--- src/ntc_adc_to_temperature_core_macros.svh ---
// ----------------------------------------------------------------------------
// NTC temperature core assertion macros
// Immediate-implication and next-cycle-implication checks on one clock.
// ----------------------------------------------------------------------------
`ifndef NTC_ADC_TO_TEMPERATURE_CORE_MACROS_SVH
`define NTC_ADC_TO_TEMPERATURE_CORE_MACROS_SVH

`ifndef SYNTH
`define NTCAT_ASSERT_NOW(label, clk, rst_n, ante, cons) \
	label: assert property (@(posedge clk) disable iff (!rst_n) (ante) |-> (cons)) \
		else $error("ntcat check failed");
`define NTCAT_ASSERT_NEXT(label, clk, rst_n, ante, cons) \
	label: assert property (@(posedge clk) disable iff (!rst_n) (ante) |=> (cons)) \
		else $error("ntcat check failed");
`else
`define NTCAT_ASSERT_NOW(label, clk, rst_n, ante, cons)
`define NTCAT_ASSERT_NEXT(label, clk, rst_n, ante, cons)
`endif

`endif

--- src/ntcat_pkg.sv ---
// ----------------------------------------------------------------------------
// ntcat_pkg
// Shared constants, command/status types and states of the NTC temperature core.
// ----------------------------------------------------------------------------
`default_nettype none

package ntcat_pkg;

	localparam int unsigned SAMPLE_W   = 12;
	localparam int unsigned BETA_W     = 14;
	localparam int unsigned CENTI_W    = 16;
	localparam int unsigned CFG_IDX_W  = 2;
	localparam int unsigned CFG_DATA_W = 16;

	localparam logic [CFG_IDX_W-1:0] REG_BETA  = 2'd0;
	localparam logic [CFG_IDX_W-1:0] REG_UPPER = 2'd1;
	localparam logic [CFG_IDX_W-1:0] REG_LOWER = 2'd2;

	localparam logic [BETA_W-1:0]         BETA_RST      = 14'd3950;
	localparam logic signed [CENTI_W-1:0] UPPER_RST     = 16'sd5000;
	localparam logic signed [CENTI_W-1:0] LOWER_RST     = -16'sd3000;
	localparam logic signed [CENTI_W-1:0] LAST_GOOD_RST = 16'sd2500;

	localparam logic [SAMPLE_W-1:0] SUPPLY_MV      = 12'd3300;
	localparam logic [13:0]         PULLUP_R_OHMS  = 14'd10000;
	localparam logic [13:0]         NOMINAL_R_OHMS = 14'd10000;

	// log2 datapath: mantissa Q1.30, result Q24 with 5 integer bits
	localparam int unsigned M_W    = 31;
	localparam int unsigned FRAC_W = 24;
	localparam int unsigned K_W    = 5;
	localparam int unsigned LOG_W  = K_W + FRAC_W;
	localparam logic [K_W-1:0] K_START = 5'd30;
	localparam logic [4:0]     FRAC_TOP = 5'd23;

	localparam logic [23:0] LN2_Q24 = 24'd11629080;

	localparam logic [63:0] INV_T0_FULL = ((64'd20 << 40) + 64'd2981) / 64'd5963;
	localparam logic [31:0] INV_T0_Q40  = INV_T0_FULL[31:0];

	localparam int unsigned DIV_W     = 48;
	localparam int unsigned DEN_W     = 46;
	localparam int unsigned DIV_CNT_W = 6;
	localparam int unsigned INV_W     = 50;

	localparam logic [63:0]      HUNDRED_Q40_FULL = 64'd100 << 40;
	localparam logic [DIV_W-1:0] HUNDRED_Q40      = HUNDRED_Q40_FULL[DIV_W-1:0];
	localparam logic [INV_W-1:0] CENTI_K_OFFSET   = 50'd27315;

	typedef enum logic [3:0] {
		OP_NONE,
		OP_LOAD,
		OP_REJECT,
		OP_MUL_A,
		OP_MUL_B,
		OP_NORM,
		OP_SQR,
		OP_DIFF,
		OP_LN,
		OP_DIV1,
		OP_INVT,
		OP_DIV2,
		OP_FINAL,
		OP_EMIT
	} op_t;

	typedef struct packed {
		op_t        op;
		logic [4:0] bit_idx;
	} cmd_t;

	typedef struct packed {
		logic sample_ok;
		logic normed;
		logic div_busy;
		logic div_done;
		logic inv_pos;
		logic out_free;
	} sts_t;

	typedef enum logic [4:0] {
		ST_IDLE,
		ST_CHECK,
		ST_MUL_A,
		ST_NORM_A,
		ST_SQR_A,
		ST_MUL_B,
		ST_NORM_B,
		ST_SQR_B,
		ST_DIFF,
		ST_LN,
		ST_DIV1,
		ST_WAIT1,
		ST_INVT,
		ST_CHK_INV,
		ST_DIV2,
		ST_WAIT2,
		ST_FINAL,
		ST_REJECT,
		ST_EMIT
	} state_t;

endpackage

`default_nettype wire

--- src/ntcat_if.sv ---
// ----------------------------------------------------------------------------
// ntcat channel interfaces
// Valid/ready channels for sample input and temperature output.
// ----------------------------------------------------------------------------
`default_nettype none

interface ntcat_in_if;
	logic                              valid;
	logic                              ready;
	logic [ntcat_pkg::SAMPLE_W-1:0]    sample_mv;

	modport source (output valid, output sample_mv, input ready);
	modport sink   (input valid, input sample_mv, output ready);
endinterface

interface ntcat_out_if;
	logic                              valid;
	logic                              ready;
	logic signed [ntcat_pkg::CENTI_W-1:0] temperature_centi;
	logic                              ok;

	modport source (output valid, output temperature_centi, output ok, input ready);
	modport sink   (input valid, input temperature_centi, input ok, output ready);
endinterface

`default_nettype wire

--- src/ntcat_div.sv ---
// ----------------------------------------------------------------------------
// ntcat_div
// Radix-2 restoring divider, one quotient bit per cycle, 48 steps.
// ----------------------------------------------------------------------------
`default_nettype none

module ntcat_div (
	input  wire                          clk,
	input  wire                          arst_n,
	input  wire                          start,
	input  wire [ntcat_pkg::DIV_W-1:0]   num,
	input  wire [ntcat_pkg::DEN_W-1:0]   den,
	output logic                         busy,
	output logic                         done,
	output logic [ntcat_pkg::DIV_W-1:0]  quot
);

	logic [ntcat_pkg::DIV_W-1:0]     num_q;
	logic [ntcat_pkg::DEN_W-1:0]     den_q;
	logic [ntcat_pkg::DEN_W-1:0]     rem_q;
	logic [ntcat_pkg::DIV_CNT_W-1:0] cnt_q;
	logic                            busy_q;
	logic                            done_q;
	logic [ntcat_pkg::DEN_W:0]       trial;
	logic                            fits;

	assign trial = {rem_q, num_q[ntcat_pkg::DIV_W-1]};
	assign fits  = trial >= {1'b0, den_q};

	always_ff @(posedge clk or negedge arst_n) begin
		if (!arst_n) begin
			busy_q <= 1'b0;
			done_q <= 1'b0;
			cnt_q  <= '0;
		end else begin
			done_q <= 1'b0;
			if (start) begin
				busy_q <= 1'b1;
				cnt_q  <= ntcat_pkg::DIV_CNT_W'(ntcat_pkg::DIV_W - 1);
			end else if (busy_q) begin
				cnt_q <= cnt_q - 1'b1;
				if (cnt_q == '0) begin
					busy_q <= 1'b0;
					done_q <= 1'b1;
				end
			end
		end
	end

	always_ff @(posedge clk) begin
		if (start) begin
			num_q <= num;
			den_q <= den;
			rem_q <= '0;
		end else if (busy_q) begin
			// quotient bits shift in where dividend bits shift out
			rem_q <= fits ? ntcat_pkg::DEN_W'(trial - {1'b0, den_q})
			              : trial[ntcat_pkg::DEN_W-1:0];
			num_q <= {num_q[ntcat_pkg::DIV_W-2:0], fits};
		end
	end

	assign busy = busy_q;
	assign done = done_q;
	assign quot = num_q;

endmodule

`default_nettype wire

--- src/ntcat_dp.sv ---
// ----------------------------------------------------------------------------
// ntcat_dp
// Datapath: config registers, log2 unit, ln scaling, divider, output register.
// ----------------------------------------------------------------------------
`default_nettype none

module ntcat_dp (
	input  wire                              clk,
	input  wire                              arst_n,
	input  wire                              cfg_we,
	input  wire [ntcat_pkg::CFG_IDX_W-1:0]   cfg_index,
	input  wire [ntcat_pkg::CFG_DATA_W-1:0]  cfg_data,
	input  wire [ntcat_pkg::SAMPLE_W-1:0]    sample_mv,
	input  ntcat_pkg::cmd_t                  cmd,
	output ntcat_pkg::sts_t                  sts,
	ntcat_out_if.source                      out_ch
);

	logic [ntcat_pkg::BETA_W-1:0]          beta_q;
	logic signed [ntcat_pkg::CENTI_W-1:0]  upper_q;
	logic signed [ntcat_pkg::CENTI_W-1:0]  lower_q;
	logic signed [ntcat_pkg::CENTI_W-1:0]  last_good_q;

	logic [ntcat_pkg::SAMPLE_W-1:0]  v_q;
	logic [ntcat_pkg::M_W-1:0]       m_q;
	logic [ntcat_pkg::K_W-1:0]       k_q;
	logic [ntcat_pkg::LOG_W-1:0]     res_q;
	logic [ntcat_pkg::LOG_W-1:0]     la_q;
	logic [ntcat_pkg::LOG_W-1:0]     mag_q;
	logic                            neg_q;
	logic [ntcat_pkg::LOG_W-1:0]     ln_q;
	logic [ntcat_pkg::INV_W-1:0]     inv_q;
	logic signed [ntcat_pkg::CENTI_W-1:0] centi_q;
	logic                            good_q;

	logic                            out_valid_q;
	logic signed [ntcat_pkg::CENTI_W-1:0] out_temp_q;
	logic                            out_ok_q;

	logic [25:0]                     prod_x;
	logic [61:0]                     sq;
	logic [31:0]                     sq_hi;
	logic [53:0]                     ln_prod;
	logic [ntcat_pkg::INV_W-1:0]     inv_t0_ext;
	logic [ntcat_pkg::INV_W-1:0]     quot_ext;
	logic signed [ntcat_pkg::INV_W-1:0] centi_full;
	logic signed [ntcat_pkg::INV_W-1:0] upper_ext;
	logic signed [ntcat_pkg::INV_W-1:0] lower_ext;

	logic                            div_start;
	logic [ntcat_pkg::DIV_W-1:0]     div_num;
	logic [ntcat_pkg::DEN_W-1:0]     div_den;
	logic                            div_busy;
	logic                            div_done;
	logic [ntcat_pkg::DIV_W-1:0]     div_quot;

	// configuration
	always_ff @(posedge clk or negedge arst_n) begin
		if (!arst_n) begin
			beta_q  <= ntcat_pkg::BETA_RST;
			upper_q <= ntcat_pkg::UPPER_RST;
			lower_q <= ntcat_pkg::LOWER_RST;
		end else if (cfg_we) begin
			case (cfg_index)
				ntcat_pkg::REG_BETA:  beta_q  <= cfg_data[ntcat_pkg::BETA_W-1:0];
				ntcat_pkg::REG_UPPER: upper_q <= cfg_data;
				ntcat_pkg::REG_LOWER: lower_q <= cfg_data;
				default: ;
			endcase
		end
	end

	always_comb begin
		prod_x = 26'(v_q) * 26'(ntcat_pkg::PULLUP_R_OHMS);
		if (cmd.op == ntcat_pkg::OP_MUL_B)
			prod_x = 26'(ntcat_pkg::SUPPLY_MV - v_q) * 26'(ntcat_pkg::NOMINAL_R_OHMS);
	end

	assign sq      = 62'(m_q) * 62'(m_q);
	assign sq_hi   = sq[61:30];
	assign ln_prod = 54'(mag_q) * 54'(ntcat_pkg::LN2_Q24) + 54'(1 << (ntcat_pkg::FRAC_W - 1));

	assign inv_t0_ext = ntcat_pkg::INV_W'(ntcat_pkg::INV_T0_Q40);
	assign quot_ext   = ntcat_pkg::INV_W'(div_quot);
	assign centi_full = $signed(quot_ext - ntcat_pkg::CENTI_K_OFFSET);
	assign upper_ext  = ntcat_pkg::INV_W'(upper_q);
	assign lower_ext  = ntcat_pkg::INV_W'(lower_q);

	// working registers
	always_ff @(posedge clk) begin
		case (cmd.op)
			ntcat_pkg::OP_LOAD: v_q <= sample_mv;
			ntcat_pkg::OP_MUL_A, ntcat_pkg::OP_MUL_B: begin
				m_q <= ntcat_pkg::M_W'(prod_x);
				k_q <= ntcat_pkg::K_START;
				if (cmd.op == ntcat_pkg::OP_MUL_B)
					la_q <= res_q;
			end
			ntcat_pkg::OP_NORM: begin
				if (m_q[ntcat_pkg::M_W-1]) begin
					res_q <= {k_q, {ntcat_pkg::FRAC_W{1'b0}}};
				end else if (m_q[ntcat_pkg::M_W-1 -: 4] == 4'd0) begin
					m_q <= {m_q[ntcat_pkg::M_W-5:0], 4'd0};
					k_q <= k_q - 5'd4;
				end else begin
					m_q <= {m_q[ntcat_pkg::M_W-2:0], 1'b0};
					k_q <= k_q - 5'd1;
				end
			end
			ntcat_pkg::OP_SQR: begin
				if (sq_hi[31]) begin
					m_q <= sq_hi[31:1];
					res_q[cmd.bit_idx] <= 1'b1;
				end else begin
					m_q <= sq_hi[30:0];
				end
			end
			ntcat_pkg::OP_DIFF: begin
				neg_q <= la_q < res_q;
				mag_q <= (la_q < res_q) ? res_q - la_q : la_q - res_q;
			end
			ntcat_pkg::OP_LN:   ln_q <= ln_prod[52:24];
			ntcat_pkg::OP_INVT: inv_q <= neg_q ? inv_t0_ext - quot_ext : inv_t0_ext + quot_ext;
			ntcat_pkg::OP_FINAL: centi_q <= centi_full[ntcat_pkg::CENTI_W-1:0];
			default: ;
		endcase
	end

	always_ff @(posedge clk or negedge arst_n) begin
		if (!arst_n) begin
			good_q <= 1'b0;
		end else if (cmd.op == ntcat_pkg::OP_REJECT) begin
			good_q <= 1'b0;
		end else if (cmd.op == ntcat_pkg::OP_FINAL) begin
			good_q <= (centi_full <= upper_ext) && (centi_full >= lower_ext);
		end
	end

	always_comb begin
		div_start = 1'b0;
		div_num   = {3'd0, ln_q, 16'd0};
		div_den   = ntcat_pkg::DEN_W'(beta_q);
		case (cmd.op)
			ntcat_pkg::OP_DIV1: div_start = 1'b1;
			ntcat_pkg::OP_DIV2: begin
				div_start = 1'b1;
				div_num   = ntcat_pkg::HUNDRED_Q40
				          + ntcat_pkg::DIV_W'(inv_q[ntcat_pkg::DEN_W-1:1]);
				div_den   = inv_q[ntcat_pkg::DEN_W-1:0];
			end
			default: ;
		endcase
	end

	ntcat_div u_div (
		.clk    (clk),
		.arst_n (arst_n),
		.start  (div_start),
		.num    (div_num),
		.den    (div_den),
		.busy   (div_busy),
		.done   (div_done),
		.quot   (div_quot)
	);

	// result register and last good value
	always_ff @(posedge clk or negedge arst_n) begin
		if (!arst_n) begin
			out_valid_q <= 1'b0;
			last_good_q <= ntcat_pkg::LAST_GOOD_RST;
		end else begin
			if (out_valid_q && out_ch.ready)
				out_valid_q <= 1'b0;
			if (cmd.op == ntcat_pkg::OP_EMIT) begin
				out_valid_q <= 1'b1;
				if (good_q)
					last_good_q <= centi_q;
			end
		end
	end

	always_ff @(posedge clk) begin
		if (cmd.op == ntcat_pkg::OP_EMIT) begin
			out_temp_q <= good_q ? centi_q : last_good_q;
			out_ok_q   <= good_q;
		end
	end

	assign out_ch.valid             = out_valid_q;
	assign out_ch.temperature_centi = out_temp_q;
	assign out_ch.ok                = out_ok_q;

	always_comb begin
		sts.sample_ok = (v_q != '0) && (v_q < ntcat_pkg::SUPPLY_MV) && (beta_q != '0);
		sts.normed    = m_q[ntcat_pkg::M_W-1];
		sts.div_busy  = div_busy;
		sts.div_done  = div_done;
		sts.inv_pos   = !inv_q[ntcat_pkg::INV_W-1] && (inv_q != '0);
		sts.out_free  = !out_valid_q || out_ch.ready;
	end

endmodule

`default_nettype wire

--- src/ntcat_ctrl.sv ---
// ----------------------------------------------------------------------------
// ntcat_ctrl
// Sequencer for one sample: two log2 passes, ln scaling, two divisions, emit; or reject, then emit.
// ----------------------------------------------------------------------------
`default_nettype none

`include "ntc_adc_to_temperature_core_macros.svh"

module ntcat_ctrl (
	input  wire              clk,
	input  wire              arst_n,
	input  wire              in_valid,
	output logic             in_ready,
	input  ntcat_pkg::sts_t  sts,
	output ntcat_pkg::cmd_t  cmd
);

	ntcat_pkg::state_t state_q, state_d;
	logic [4:0]        cnt_q;

	always_ff @(posedge clk or negedge arst_n) begin
		if (!arst_n) begin
			state_q <= ntcat_pkg::ST_IDLE;
			cnt_q   <= '0;
		end else begin
			state_q <= state_d;
			if (state_q == ntcat_pkg::ST_NORM_A || state_q == ntcat_pkg::ST_NORM_B)
				cnt_q <= ntcat_pkg::FRAC_TOP;
			else if (state_q == ntcat_pkg::ST_SQR_A || state_q == ntcat_pkg::ST_SQR_B)
				cnt_q <= cnt_q - 1'b1;
		end
	end

	always_comb begin
		state_d = state_q;
		case (state_q)
			ntcat_pkg::ST_IDLE:    if (in_valid) state_d = ntcat_pkg::ST_CHECK;
			ntcat_pkg::ST_CHECK:   state_d = sts.sample_ok ? ntcat_pkg::ST_MUL_A
			                                               : ntcat_pkg::ST_REJECT;
			ntcat_pkg::ST_MUL_A:   state_d = ntcat_pkg::ST_NORM_A;
			ntcat_pkg::ST_NORM_A:  if (sts.normed) state_d = ntcat_pkg::ST_SQR_A;
			ntcat_pkg::ST_SQR_A:   if (cnt_q == '0) state_d = ntcat_pkg::ST_MUL_B;
			ntcat_pkg::ST_MUL_B:   state_d = ntcat_pkg::ST_NORM_B;
			ntcat_pkg::ST_NORM_B:  if (sts.normed) state_d = ntcat_pkg::ST_SQR_B;
			ntcat_pkg::ST_SQR_B:   if (cnt_q == '0) state_d = ntcat_pkg::ST_DIFF;
			ntcat_pkg::ST_DIFF:    state_d = ntcat_pkg::ST_LN;
			ntcat_pkg::ST_LN:      state_d = ntcat_pkg::ST_DIV1;
			ntcat_pkg::ST_DIV1:    state_d = ntcat_pkg::ST_WAIT1;
			ntcat_pkg::ST_WAIT1:   if (sts.div_done) state_d = ntcat_pkg::ST_INVT;
			ntcat_pkg::ST_INVT:    state_d = ntcat_pkg::ST_CHK_INV;
			ntcat_pkg::ST_CHK_INV: state_d = sts.inv_pos ? ntcat_pkg::ST_DIV2
			                                             : ntcat_pkg::ST_REJECT;
			ntcat_pkg::ST_DIV2:    state_d = ntcat_pkg::ST_WAIT2;
			ntcat_pkg::ST_WAIT2:   if (sts.div_done) state_d = ntcat_pkg::ST_FINAL;
			ntcat_pkg::ST_FINAL:   state_d = ntcat_pkg::ST_EMIT;
			ntcat_pkg::ST_REJECT:  state_d = ntcat_pkg::ST_EMIT;
			ntcat_pkg::ST_EMIT:    if (sts.out_free) state_d = ntcat_pkg::ST_IDLE;
			default:               state_d = ntcat_pkg::ST_IDLE;
		endcase
	end

	always_comb begin
		in_ready    = 1'b0;
		cmd.op      = ntcat_pkg::OP_NONE;
		cmd.bit_idx = cnt_q;
		case (state_q)
			ntcat_pkg::ST_IDLE: begin
				in_ready = 1'b1;
				if (in_valid) cmd.op = ntcat_pkg::OP_LOAD;
			end
			ntcat_pkg::ST_MUL_A:                    cmd.op = ntcat_pkg::OP_MUL_A;
			ntcat_pkg::ST_MUL_B:                    cmd.op = ntcat_pkg::OP_MUL_B;
			ntcat_pkg::ST_NORM_A, ntcat_pkg::ST_NORM_B: cmd.op = ntcat_pkg::OP_NORM;
			ntcat_pkg::ST_SQR_A, ntcat_pkg::ST_SQR_B:   cmd.op = ntcat_pkg::OP_SQR;
			ntcat_pkg::ST_DIFF:                     cmd.op = ntcat_pkg::OP_DIFF;
			ntcat_pkg::ST_LN:                       cmd.op = ntcat_pkg::OP_LN;
			ntcat_pkg::ST_DIV1:                     cmd.op = ntcat_pkg::OP_DIV1;
			ntcat_pkg::ST_INVT:                     cmd.op = ntcat_pkg::OP_INVT;
			ntcat_pkg::ST_DIV2:                     cmd.op = ntcat_pkg::OP_DIV2;
			ntcat_pkg::ST_FINAL:                    cmd.op = ntcat_pkg::OP_FINAL;
			ntcat_pkg::ST_REJECT:                   cmd.op = ntcat_pkg::OP_REJECT;
			ntcat_pkg::ST_EMIT: if (sts.out_free)   cmd.op = ntcat_pkg::OP_EMIT;
			default: ;
		endcase
	end

	`NTCAT_ASSERT_NOW(a_emit_free, clk, arst_n, cmd.op == ntcat_pkg::OP_EMIT, sts.out_free)
	`NTCAT_ASSERT_NEXT(a_sqr_a_end, clk, arst_n, state_q == ntcat_pkg::ST_SQR_A && cnt_q == '0, state_q == ntcat_pkg::ST_MUL_B)
	`NTCAT_ASSERT_NOW(a_idle_div, clk, arst_n, state_q == ntcat_pkg::ST_IDLE, !sts.div_busy)

endmodule

`default_nettype wire

--- src/ntc_adc_to_temperature_core.sv ---
// ----------------------------------------------------------------------------
// ntc_adc_to_temperature_core
// NTC divider voltage to temperature via the beta equation, fixed point.
// ----------------------------------------------------------------------------
//  channel  | dir | payload                         | handshake
//  in_ch    | in  | sample_mv[11:0]                 | valid/ready
//  out_ch   | out | temperature_centi[15:0], ok     | valid/ready
//  cfg      | in  | cfg_index[1:0], cfg_data[15:0]  | cfg_we, no stall
//
// One sample at a time: two log2 passes of 3 to 7 normalize steps plus 24
// squaring steps on the shared multiplier, then two divisions of 48 steps
// on the radix-2 divider. A sample that fails the input check skips the
// math and goes through its reject step to emit.
// The result waits in an output register; a stalled output holds the block
// in its emit step. Reset is asynchronous and needs no clearing pass.
// ----------------------------------------------------------------------------
`default_nettype none

module ntc_adc_to_temperature_core (
	input  wire                              clk,
	input  wire                              arst_n,
	ntcat_in_if.sink                         in_ch,
	ntcat_out_if.source                      out_ch,
	input  wire                              cfg_we,
	input  wire [ntcat_pkg::CFG_IDX_W-1:0]   cfg_index,
	input  wire [ntcat_pkg::CFG_DATA_W-1:0]  cfg_data
);

	ntcat_pkg::cmd_t cmd;
	ntcat_pkg::sts_t sts;
	logic            in_ready;

	assign in_ch.ready = in_ready;

	ntcat_ctrl u_ctrl (
		.clk      (clk),
		.arst_n   (arst_n),
		.in_valid (in_ch.valid),
		.in_ready (in_ready),
		.sts      (sts),
		.cmd      (cmd)
	);

	ntcat_dp u_dp (
		.clk       (clk),
		.arst_n    (arst_n),
		.cfg_we    (cfg_we),
		.cfg_index (cfg_index),
		.cfg_data  (cfg_data),
		.sample_mv (in_ch.sample_mv),
		.cmd       (cmd),
		.sts       (sts),
		.out_ch    (out_ch)
	);

endmodule

`default_nettype wire
--- src/flat_wrapper.sv ---
// flat-port wrapper written by rule: the top's interface ports become plain ports
module ntc_adc_to_temperature_core_flat 
  (clk, arst_n, cfg_we, cfg_index, cfg_data, in_ch_valid, in_ch_sample_mv, in_ch_ready, out_ch_valid, out_ch_temperature_centi, out_ch_ok, out_ch_ready);
  ntcat_in_if in_ch_i ();
  ntcat_out_if out_ch_i ();
  input  wire clk;
  input  wire arst_n;
  input  wire cfg_we;
  input  wire [ntcat_pkg::CFG_IDX_W-1:0] cfg_index;
  input  wire [ntcat_pkg::CFG_DATA_W-1:0] cfg_data;
  input wire logic [$bits(in_ch_i.valid)-1:0] in_ch_valid;
  input wire logic [$bits(in_ch_i.sample_mv)-1:0] in_ch_sample_mv;
  output wire logic [$bits(in_ch_i.ready)-1:0] in_ch_ready;
  output wire logic [$bits(out_ch_i.valid)-1:0] out_ch_valid;
  output wire logic [$bits(out_ch_i.temperature_centi)-1:0] out_ch_temperature_centi;
  output wire logic [$bits(out_ch_i.ok)-1:0] out_ch_ok;
  input wire logic [$bits(out_ch_i.ready)-1:0] out_ch_ready;
  assign in_ch_i.valid = in_ch_valid;
  assign in_ch_i.sample_mv = in_ch_sample_mv;
  assign in_ch_ready = in_ch_i.ready;
  assign out_ch_valid = out_ch_i.valid;
  assign out_ch_temperature_centi = out_ch_i.temperature_centi;
  assign out_ch_ok = out_ch_i.ok;
  assign out_ch_i.ready = out_ch_ready;
  ntc_adc_to_temperature_core u_core (.clk(clk), .arst_n(arst_n), .in_ch(in_ch_i), .out_ch(out_ch_i), .cfg_we(cfg_we), .cfg_index(cfg_index), .cfg_data(cfg_data));
endmodule
--- config.mk ---
export PLATFORM = sky130hd
export DESIGN_NAME = ntc_adc_to_temperature_core_flat
export DESIGN_NICKNAME = d
export VERILOG_FILES = /design/src/ntcat_pkg.sv /design/src/ntcat_if.sv /design/src/ntcat_div.sv /design/src/ntcat_dp.sv /design/src/ntcat_ctrl.sv /design/src/ntc_adc_to_temperature_core.sv /design/src/flat_wrapper.sv
export VERILOG_INCLUDE_DIRS = /design/src /design/src/src
export SDC_FILE = /design/constraint.sdc
export NUM_CORES = 2
export LEC_CHECK = 0
export BUFFER_PORTS_ARGS = -buffer_cell sky130_fd_sc_hd__buf_2
export CAP_MARGIN = 40
export CORE_MARGIN = 4
export CORE_UTILIZATION = 67
export CTS_CLUSTER_SIZE = 10
export DETAILED_ROUTE_END_ITERATION = 8
export GPL_TIMING_DRIVEN = 0
export PLACE_DENSITY = 0.84
export SETUP_SLACK_MARGIN = 0.3
export SLEW_MARGIN = 40
export SYNTH_ARGS = -nofsm -noshare
export SYNTH_HDL_FRONTEND = slang
export SYNTH_SLANG_ARGS = --single-unit
--- constraint.sdc ---
create_clock -name clk -period 10.2 [get_ports clk]
set_clock_uncertainty 0.05 [all_clocks]
set_input_delay 2.04 -clock clk [delete_from_list [all_inputs] [get_ports clk]]
set_output_delay 2.04 -clock clk [all_outputs]
set_load 0.005 [all_outputs]
==> key figures <==
STA
  – Setup_tns: 0 ns
  – Number of pins with negative max-slew slack in the final report: 0
  – Max-Slew Margin vs Limit: between 30% and 40%
  – Period utilization: 95.6%
  – Actual slew at the worst max-slew pin: ~0.93 ns
  – RSZ-0062 raised after global routing: yes
  – FMAX: slightly above 100 MHz
  – Post-route minimum period: 9.75 ns
  – Final number of hold-violating endpoints: 0
  – Setup violations, final: 0

Worst setup path
  – Longest individual stage delay on the worst path: 0.54 ns
  – Critical Path Sink Type: register
  – Startpoint type of the worst setup path: register
  – Crit-path slowest cell: fa_1
  – Worst-path fanout max: 10
  – Arr. time, crit path: 10.08 ns
  – Data required time at the worst endpoint: 10.52 ns
  – Setup CP Type: register to register
  – Most numerous cell on the critical path: fa_1
  – Worst r2r path cells: 32

Finish
  – Flip-flop and latch area: approximately 0.013 mm²
  – Final design area excluding fillers: about 0.076 mm²
  – Count of fill cells added during filler insertion: 7547
  – Post-synthesis to final-layout area growth: 6.31%
  – Count of nets after finishing: 9657
  – Area of the multi-input gates: 0.0507 mm²
  – Fraction of layout cells with a size suffix above 1: 6.10%

Clock network
  – CTS hold repair buffers: 0
  – CTS clock-pin slew for the worst setup and hold paths: ~0.06 ns
  – Clock latency on the worst-skew pair: 0.69 ns
  – Number of buffers on the longest clock path: 3
  – Number of buffers inserted during clock tree synthesis: 54
  – Number of clock sinks: 470
  – Clock tree from TritonCTS: done
  – Root buffer cell: clkbuf_16
  – # H-tree levels: 2

Detailed routing
  – Iteration-0 DRC count of the detailed router: about 4.7k
  – Detailed Routing Iterations Pass 1: 6
  – WL final: 200000 µm
  – Wire length on met2: 90200 µm
  – DR vias: 55.7k
  – Residual DRC count: 0
  – Average wire length per cell after detail routing: about 22 µm
  – Vias/cell: 6.06
  – Total routed wire length on the met1 layer: 75600 µm
  – Antenna viol nets, final: 0
  – Routed length on met3: 22900 µm
  – Uppermost signal routing layer after detailed routing: met5

Die
  – Boundary pin count: between 50 and 60
  – Floorplan die width: 335 µm
  – Die area: between 0.1 and 0.15 mm²
  – Die Y-Extent: 335 µm
  – Core box area: approximately 0.11 mm²
  – Effective utilization at floorplan: 67.7%
  – Number of standard-cell rows in the floorplan: 119

Synthesis
  – Complex-gate fraction of the synthesized area: around 10%
  – Top flip-flop cell by instance count after synthesis: edfxtp_1
  – Number of flops mapped to enable cells by yosys: 342
  – Post-synthesis share of cell area spent on xor and xnor gates: about 3.9%
  – Post-synth cell types: 100
  – Post-Synth Simple-Gate Area: 10.8%
  – Share of flip-flops with an asynchronous set or reset: between 10% and 20%
  – Proportion of synthesized area in mux cells: approximately 2.8%
  – Average cell area after synthesis: 9.41 µm²
  – Netlist Area Pre-Place: 0.0715 mm²
  – Synthesized flop and latch total: 470
  – Post-synthesis cell count: 7598
  – Arithmetic-cell share of the synthesized area counting full adders, half adders and majority gates: about 43%
  – Post-Synthesis Net Count: ~9.5k
  – Main combinational cell family by area after synthesis: adder cells
  – Seq/Total Area, Yosys: between 10% and 20%
  – Yosys Warn Count: 0

GRT
  – Maximum number of pins on one net before global-route repair: 48
  – Global-route congestion overflow total: 0
  – First-pass GRT wire length: 315000 µm
  – Initial antenna violation count: 14
  – Gr usage total: between 30% and 40%
  – Vias in the first global route: 57.8k

Place
  – Buffers added on ports: 53
  – HPWL after detailed placement: 161000 µm
  – Weighted congestion at the end of routability-driven global placement: 1.02
  – Placement-stage cell area: approximately 0.074 mm²

Hold path
  – WHS Path Cells: 0
  – Hold/Removal Path Class: register to register

Status
  – Result of the run: complete, no violations

Flow run
  – Maxcap violations: 0
-- placed cells by master, fill, tap and decap left out, drive strengths merged, types with 68 or more instances in the layout --
cell / count
nand4: 68
mux2: 96
mux2i: 91
nand3: 80
o21ai: 291
inv: 1750
xor2: 121
xnor2: 196
nand2: 540
clkbuf: 338
nor2: 293
ha: 854
edfxtp: 342
fa: 1012
a21oi: 380
buf: 140
nor3: 69
a21o: 151
and2: 215
-- worst paths after layout --
| path | startpoint | end | slack, ns |
|---|---|---|---|
| setup / recovery | u_core.u_dp.m_q[13] | u_core.u_dp.m_q[17] | 0.45 |
| hold / removal | u_core.u_dp.good_q | u_core.u_dp.out_ch.ok | 0.40 |
| setup reg to reg | u_core.u_dp.m_q[13] | u_core.u_dp.m_q[17] | 0.45 |
| hold reg to reg | u_core.u_dp.good_q | u_core.u_dp.out_ch.ok | 0.40 |
| max in group asynchronous | arst_n | u_core.u_ctrl.state_q[2] | 8.18 |
| min in group asynchronous | arst_n | u_core.u_dp.last_good_q[4] | 1.25 |
-- cells by family after synthesis --
kind of cell | count (synthesis)
and+or+nand+nor | 1573
DFF | 470
buffers and inverters | 2037
xor gates and xnor gates | 317
muxes | 187
adders and majority gates | 1867
AOI/OAI and AO/OA | 1147
-- synth_stat cells (121+ instances only) --
master    count  area (µm²)
o21ai_0     283        1420
clkbuf_1    252         946
a21o_1      150        1130
a21oi_1     380        1900
inv_1      1750        6570
ha_1        854       10700
edfxtp_1    342       10300
nor2_1      293        1100
xnor2_1     196        1720
xor2_1      121        1060
and2_1      213        1330
nand2_1     539        2020
fa_1       1012       20300
-- cell type report --
type | instances | share of cell area, %
multi-input cells | 5092 | 66.7
diodes | 5 | 0.0165
clock buffers | 95 | 2.01
plain buffers | 281 | 1.77
well taps | 1391 | 2.29
clock inverters | 7 | 0.146
inverters | 1755 | 8.68
repair buffers | 102 | 0.915
flip-flops and latches | 470 | 17.5
-- flip-flops by register name (all words and copies together), names as in the netlist, 14 cells and up --
| signal | flops |
|---|---|
| u_core.u_dp.out_ch.temperature_centi | 16 |
| u_core.u_dp.u_div.quot | 48 |
| u_core.u_dp.u_div.den_q | 46 |
| u_core.u_dp.res_q | 29 |
| u_core.u_dp.u_div.rem_q | 46 |
| u_core.u_dp.last_good_q | 16 |
| u_core.u_dp.inv_q | 50 |
| u_core.u_dp.mag_q | 29 |
| u_core.u_dp.centi_q | 16 |
| u_core.u_dp.upper_q | 16 |
| u_core.u_dp.beta_q | 14 |
| u_core.u_dp.ln_q | 29 |
| u_core.u_dp.lower_q | 16 |
| u_core.u_dp.la_q | 29 |
| u_core.u_dp.m_q | 31 |
-- critical path, delay by kind of cell (launching register included) --
family	cells	cell delay (ns)
AO/OA/AOI/OAI	7	1.80
XOR/XNOR	1	0.24
adder cells (fa/ha/maj)	9	4.41
buffers and inverters	11	1.79
flip-flops	1	0.42
multiplexers	1	0.29
AND/OR/NAND/NOR	3	0.44
-- metrics by stage --
stage	hold slack (ns)	instances	util, %	setup WS (ns)
CTS	0.402	9185	71.8	0.301
global placement	0.380	9042	69.6	-1.97
global route	0.427	9193	72.0	0.258
finish	0.396	9198	72.0	0.447
detailed placement	0.386	9065	70.0	-1.05
floorplan	0.373	7598	-	1.28
-- metal layers --
metal,GRT usage (%),vias up
li1,-,24700
met1,46.9,27300
met2,57.9,2933
met3,9.48,761
met4,15.2,6
met5,0,-
-- what timing repair did --
item                       CTS  global route
gates resized for setup     99            59
buffers inserted            18             8
gates cloned                 1             0
setup endpoints to repair   60            60
pin swaps                    1             1
Power is left out: the tool's default activity adds up to more than one toggle a clock period on the data nets, which glitch-free logic cannot reach.
